--- src/design/cphc_pkg.sv ---
// shared constants, types and command codes of the half-plane clip core
package cphc_pkg;

  localparam int CW   = 48;          // coordinate width
  localparam int DW   = CW + 1;      // coordinate difference
  localparam int SW   = 2 * DW + 1;  // cross product, s1, s2
  localparam int DENW = SW + 1;      // s2 - s1
  localparam int AW   = CW + SW + 1; // accumulator and numerator
  localparam int TW   = 33;          // side tolerance
  localparam int IW   = 3;           // config index
  localparam int CNTW = $clog2(AW);

  localparam logic [IW-1:0] REG_START_X = 3'd0;
  localparam logic [IW-1:0] REG_START_Y = 3'd1;
  localparam logic [IW-1:0] REG_END_X   = 3'd2;
  localparam logic [IW-1:0] REG_END_Y   = 3'd3;
  localparam logic [IW-1:0] REG_KEEP    = 3'd4;
  localparam logic [IW-1:0] REG_TOL     = 3'd5;

  localparam logic [TW-1:0] TOL_RESET = 33'd4295;

  localparam logic [1:0] KIND_KEEP = 2'd0;
  localparam logic [1:0] KIND_XING = 2'd1;
  localparam logic [1:0] KIND_END  = 2'd2;

  typedef enum logic [1:0] {
    OP_MUL_SET,
    OP_MUL_SUB,
    OP_DIV
  } mdu_op_t;

  typedef struct packed {
    logic    start;
    mdu_op_t op;
  } mdu_cmd_t;

  typedef struct packed {
    logic busy;
    logic done;
  } mdu_sts_t;

endpackage

--- src/design/cphc_mdu.sv ---
// shared shift-add multiply-accumulate and restoring divide unit
module cphc_mdu (
  input  logic                              clk,
  input  logic                              rst,
  input  cphc_pkg::mdu_cmd_t                cmd,
  input  logic signed [cphc_pkg::SW-1:0]    mcand,
  input  logic signed [cphc_pkg::DW-1:0]    mplier,
  input  logic signed [cphc_pkg::DENW-1:0]  den,
  output cphc_pkg::mdu_sts_t                sts,
  output logic signed [cphc_pkg::AW-1:0]    acc,
  output logic signed [cphc_pkg::CW-1:0]    quo
);
  import cphc_pkg::*;

  typedef enum logic [1:0] {M_IDLE, M_MUL, M_DIV} mstate_t;

  mstate_t           state;
  logic [CNTW-1:0]   cnt;
  logic [AW-1:0]     a_sh;
  logic [DW-1:0]     b_sh;
  logic              neg;
  logic              done;
  logic [AW-1:0]     nreg;
  logic [DENW-1:0]   rem;
  logic [DENW-1:0]   dmag;
  logic              qneg;
  logic              dzero;

  logic              msub;
  logic [AW-1:0]     acc_next;
  logic [DENW:0]     r2;
  logic [DENW:0]     rdiff;
  logic              ge;
  logic [DENW-1:0]   rem_next;
  logic [AW-1:0]     nreg_next;
  logic              q_hi;
  logic              q_msb;
  logic              q_low;
  logic [CW-1:0]     quo_next;

  // multiplier msb carries negative weight
  always_comb begin
    msub = neg ^ (cnt == CNTW'(DW - 1));
    acc_next = acc;
    if (b_sh[0]) begin
      acc_next = msub ? (acc - a_sh) : (acc + a_sh);
    end
  end

  always_comb begin
    r2        = {rem, nreg[AW-1]};
    rdiff     = r2 - {1'b0, dmag};
    ge        = (r2 >= {1'b0, dmag});
    rem_next  = ge ? rdiff[DENW-1:0] : r2[DENW-1:0];
    nreg_next = {nreg[AW-2:0], ge};
    q_hi      = |nreg_next[AW-1:CW];
    q_msb     = nreg_next[CW-1];
    q_low     = |nreg_next[CW-2:0];
    if (dzero) begin
      quo_next = '0;
    end else if (qneg) begin
      if (q_hi || (q_msb && q_low)) quo_next = {1'b1, {(CW-1){1'b0}}};
      else                          quo_next = -nreg_next[CW-1:0];
    end else begin
      if (q_hi || q_msb) quo_next = {1'b0, {(CW-1){1'b1}}};
      else               quo_next = nreg_next[CW-1:0];
    end
  end

  always_ff @(posedge clk) begin
    done <= 1'b0;
    if (rst) begin
      state <= M_IDLE;
      done  <= 1'b0;
    end else begin
      unique case (state)
        M_IDLE: begin
          if (cmd.start) begin
            cnt <= '0;
            if (cmd.op == OP_DIV) begin
              nreg  <= acc[AW-1] ? -acc : acc;
              dmag  <= den[DENW-1] ? -den : den;
              qneg  <= acc[AW-1] ^ den[DENW-1];
              dzero <= (den == '0);
              rem   <= '0;
              state <= M_DIV;
            end else begin
              a_sh  <= {{(AW-SW){mcand[SW-1]}}, mcand};
              b_sh  <= mplier;
              neg   <= (cmd.op == OP_MUL_SUB);
              if (cmd.op == OP_MUL_SET) acc <= '0;
              state <= M_MUL;
            end
          end
        end
        M_MUL: begin
          acc  <= acc_next;
          a_sh <= {a_sh[AW-2:0], 1'b0};
          b_sh <= {1'b0, b_sh[DW-1:1]};
          cnt  <= cnt + 1'b1;
          if (cnt == CNTW'(DW - 1)) begin
            state <= M_IDLE;
            done  <= 1'b1;
          end
        end
        M_DIV: begin
          rem  <= rem_next;
          nreg <= nreg_next;
          cnt  <= cnt + 1'b1;
          if (cnt == CNTW'(AW - 1)) begin
            quo   <= quo_next;
            state <= M_IDLE;
            done  <= 1'b1;
          end
        end
        default: state <= M_IDLE;
      endcase
    end
  end

  assign sts.busy = (state != M_IDLE);
  assign sts.done = done;

endmodule

--- config.mk ---
export PLATFORM = sky130hd
export DESIGN_NAME = cphc_mdu
export DESIGN_NICKNAME = d
export VERILOG_FILES = /design/src/design/cphc_pkg.sv /design/src/design/cphc_mdu.sv
export SDC_FILE = /design/constraint.sdc
export NUM_CORES = 2
export LEC_CHECK = 0
export BUFFER_PORTS_ARGS = -buffer_cell sky130_fd_sc_hd__buf_2
export CAP_MARGIN = 20
export CORE_UTILIZATION = 25
export CTS_CLUSTER_SIZE = 16
export DETAILED_ROUTE_END_ITERATION = 6
export HOLD_SLACK_MARGIN = 0.03
export PLACE_DENSITY = 0.39
export REMOVE_ABC_BUFFERS = 1
export SYNTH_ARGS = -nofsm -noshare
export SYNTH_HDL_FRONTEND = slang
export SYNTH_SLANG_ARGS = --single-unit
export TNS_END_PERCENT = 20
--- constraint.sdc ---
create_clock -name clk -period 14.1 [get_ports clk]
set_clock_uncertainty 0.2 [all_clocks]
set_input_delay 1.41 -clock clk [delete_from_list [all_inputs] [get_ports clk]]
set_output_delay 1.41 -clock clk [all_outputs]
set_load 0.005 [all_outputs]
==> summary by stage <==
Status
The run finished with clean final reports.

GRT
The number of global-route vias before repair is 46820. The wire length of the first global-routing pass is roughly 310000 um. For this run, the total global-route usage over all layers was measured as 0.1793. The maximum number of pins on one net before global-route repair is roughly 120.

For this run the aggregate overflow at the end of global routing stands at 0. The number of antenna violations at the first check in global routing is 18.

Final layout
In the layout the commonest cells are edfxtp_1, nand2_1, o21ai_0, nor2_1, a21oi_1. The area growth from synthesis to layout is 15.63%. The number of nets in the layout is a little under 7000. Leaving out fill and tap cells, the most frequent cell in the layout is edfxtp_1.

The count of cells in the finished layout, fillers not included, comes to 9456. Counting the fill cells in the layout gives ~24000. The ratio of cells with drive above 1 in the final layout is 0.1404.

Routing
The number of optimization iterations in the first detailed-route pass is 5. The number of antenna-violating nets in the routed design is 0. The via-per-instance ratio is ~5.0. The total wire length after detailed routing is between 200000 and 250000 um.

The violation count after the first detailed-route iteration is between 3000 and 4000. In the routed design, unresolved DRC markers number 0. The detailed router placed ~47000 vias in this run. Dividing the detail-routed wire length by the instance count gives ~22 um.

Setup path
The nature of the critical path endpoint is a flop. The worst register-to-register path has a depth of 21. The startpoint of the lowest-slack register-to-register path is cnt[2].

The critical path is of the reg2reg type. The reg-to-reg critical path endpoint is acc[134]. The launching element type of the critical path is a flop. At the worst endpoint, the arrival time is around 9100 ps. Traced cell by cell, the critical path runs through or4b_2, nor3_1, xor2_4, buf_4, nor2_1, xnor2_1, ha_1, a211oi_1, o21ai_0, buf_4, a211oi_1, o21ai_0, buf_4, o311ai_0, a31oi_1, o2111ai_1, a21oi_1, a31oi_1, o21ai_0, xnor2_1, nor2_1. Counting both buffers and inverters, the worst setup path holds a total of 3. The critical path's largest stage delay is approximately 800 ps.

The slowest stage of the critical path belongs to the cell nor3_1. In this design, the largest share of critical-path delay is due to compound AO/OA/AOI/OAI gates. In this run the worst path has a maximum fanout of 45.

The required time of the critical path is approximately 14000 ps. Setup slack on the worst reg-to-reg path comes out at between 5000 and 6000 ps.

Floorplan
The die outline width is ~470 um. The placement row count is approximately 170. The area enclosed by the die boundary is between 200000 and 250000 um2. In this run the standard cell core region covers between 200000 and 250000 um2. For this configuration, the core starts out at a cell density of 0.2524. The number of top-level pins is between 400 and 500. The die boundary height is 473.7 um.

Clock network
After clock tree synthesis, the clock-pin slew on the worst setup and hold paths is roughly 60 ps. The H-tree was split into 3 levels. The insertion delay to the later sink of the worst-skew pair is 760 ps.

The number of gates given a new drive strength after cts is 0. Clock tree synthesis selected as its root buffer the cell clkbuf_16. The deepest clock path buffer count is 3. For this design, the sink count on the clock tree is 755. The TritonCTS clock tree is built.

The number of buffers inserted by post-CTS setup repair is 0. The number of hold buffers added after CTS was 0. The number of buffers created by CTS is ~100.

Pwr
The share of total power dissipated in sequential elements is 0.389. The internal portion of total power is 4.832 mW. Of the total power, combinational logic draws 0.261. The leakage dissipation is approximately 23 nW. Of the total power, the share spent switching nets is 0.3346. The net switching power is ~2.4 mW. Summing internal, switching and leakage power gives 7.261 mW. The share of total power dissipated in the clock network is 0.350.

For this design the ratio of total power to cell area is around 110 nW/um2. VDD sags by at most between 0.0001 and 0.00015 V.

Min path
The class of the most critical hold timing path is reg2reg. The path with the worst hold slack has its endpoint at b_sh[0]. In this run the most critical hold path is launched from b_sh[1].

The number of cells on the worst hold path is 1.

Place
Summed over all nets, the half-perimeter wirelength after detailed placement is 161600 um. The final RePlAce weighted congestion is between 0.8 and 0.9. Including well taps, the total number of placed cells is just over 9000. The count of buffers inserted at the top-level ports is 450. The worst slack at placement is around 5400 ps.

Synthesis
Of the post-synthesis cell area, the dominant cell type holds 0.4059. For this run, asynchronously set or reset flops after synthesis account for 0. The total of warnings raised by yosys is 0.

After synthesis, the cell types taking the most area are edfxtp_1, ha_1, xnor2_1. Of the synthesized area, sequential elements account for 0.4070. The leading register cell type out of synthesis is edfxtp_1. The mean cell area of the mapped netlist is ~9.1 um2. The flip-flop and latch count after synthesis is between 700 and 800. The number of synthesized flops with an enable pin is around 750. The biggest area contributor in the post-synthesis netlist is edfxtp_1. The gate count after technology mapping is 6100. The post-synthesis cell area is roughly 56000 um2.

The count of unique library cells instantiated by Yosys is between 80 and 90.

STA
The number of max-slew violations in the final report is 0. The total setup violations reported at the end of the flow is 0. The count of endpoints failing hold in the final timing report is 0. Setup repair after global routing left no endpoint under its margin.

The final worst-path setup slack is 5251 ps. The worst relative slew slack is 0.1370. The highest clock frequency the design can meet is 113.0 MHz. In the finished design, the share of the clock period the worst path needs comes to 0.6276. The routed design could run at a clock period as short as around 8800 ps. At the pin with the least slew margin, the transition time is roughly 1300 ps.

Run
The tool flagged a number of max-cap violations equal to 0.
## final cells by class
class / instances / area, um2 / share of cell area
Clock inverter: 47 / 377.9 / 0.005875
Timing Repair Buffer: 515 / 2798 / 0.04350
Multi-Input combinational cell: 4826 / 31190 / 0.4849
Antenna cell: 3 / 7.507 / 0.0001167
Tap cell: 2958 / 3701 / 0.05754
Clock buffer: 140 / 2810 / 0.04369
Inverter: 212 / 798.3 / 0.01241
Sequential cell: 755 / 22640 / 0.3520
## flip-flops by register name, summed over array words and instances (netlist names), 2 cells and up
| name | cells |
|---|---|
| quo | 48 |
| rem | 100 |
| acc | 148 |
| dmag | 100 |
| cnt | 8 |
| a_sh | 148 |
| state | 2 |
| nreg | 148 |
| b_sh | 49 |
## cells by family after synthesis
group,after synthesis,share of synthesized area
compound gates,1655,0.1809
simple gates,2099,0.1820
buf+inv,519,0.03524
mux,187,0.03770
fa+ha+maj,259,0.05852
flops,755,0.4070
xor+xnor,626,0.09856
## per-stage QoR
step / area (um2) / util / hold slack (ps) / setup TNS (ps)
final: 64320 / 0.2919 / 321.4 / 0
after global routing: 64320 / 0.2919 / 356.4 / 0
after CTS: 64290 / 0.2917 / 324.6 / 0
after detailed placement: 61100 / 0.2773 / 331.4 / 0
after global placement: 61080 / 0.2772 / 325.0 / 0
after floorplan: 54460 / - / 312.0 / -2309250
## worst max-delay path by stage
stage                        start       end  slack, ps  cells after the start
after floorplan           state[1]    acc[0]      -5250                      3
after global placement      cnt[2]  acc[142]       5430                     19
after detailed placement    cnt[2]  acc[142]       5390                     19
after CTS                   cnt[2]  acc[142]       5320                     19
after global routing        cnt[2]  acc[147]       4910                     22
final                       cnt[2]  acc[134]       5250                     21
## worst reg2reg max path, stage by stage, from the launching register on
cell	delay, ps
edfxtp_1	450
or4b_2	710
nor3_1	800
xor2_4	610
buf_4	640
nor2_1	230
xnor2_1	160
ha_1	350
a211oi_1	360
o21ai_0	140
buf_4	180
a211oi_1	280
o21ai_0	200
buf_4	210
o311ai_0	790
a31oi_1	520
o2111ai_1	610
a21oi_1	260
a31oi_1	430
o21ai_0	190
xnor2_1	160
nor2_1	60
## per-layer routing
metal / track usage / vias up / routed length, um
li1: - / 23108 / -
met1: 0.2532 / 22926 / 100500
met2: 0.2836 / 1027 / 92640
met3: 0.02335 / 247 / 8169
met4: 0.05051 / 0 / 5648
met5: 0 / - / 0
## power by group through the flow
stage          Combinational, mW  Clock [mW]  Sequential, mW
2_1_floorplan               1.36           0            2.86
3_3_place_gp                1.91           0            2.87
3_5_place_dp                1.90           0            2.87
4_1_cts                     1.91        2.63            2.82
5_1_grt                     2.10        2.70            2.84
6_report                    1.90        2.54            2.82
## cells in the mapped netlist (16+ instances only)
cell type and instances:
or4_1 65, a21oi_1 473, edfxtp_1 752, or2_2 36, nand4_1 128, a211oi_1 16, or3_1 94, xnor2_1 349
nand2b_1 54, and3_1 30, nor2_1 481, ha_1 257, nor2b_1 30, clkbuf_1 292, o22ai_1 18, and2_1 99
nor3_1 139, o21bai_1 84, xor2_1 277, o31ai_1 121, nor4_1 72, o21a_1 33, a21o_1 125, o21ai_0 544
inv_1 211, nand2_1 707, nand3_1 94, a31oi_1 36, mux2_2 180, a311oi_1 32, o41ai_1 47, a21boi_0 19
No activity file was read; power rests on OpenSTA's default activity.
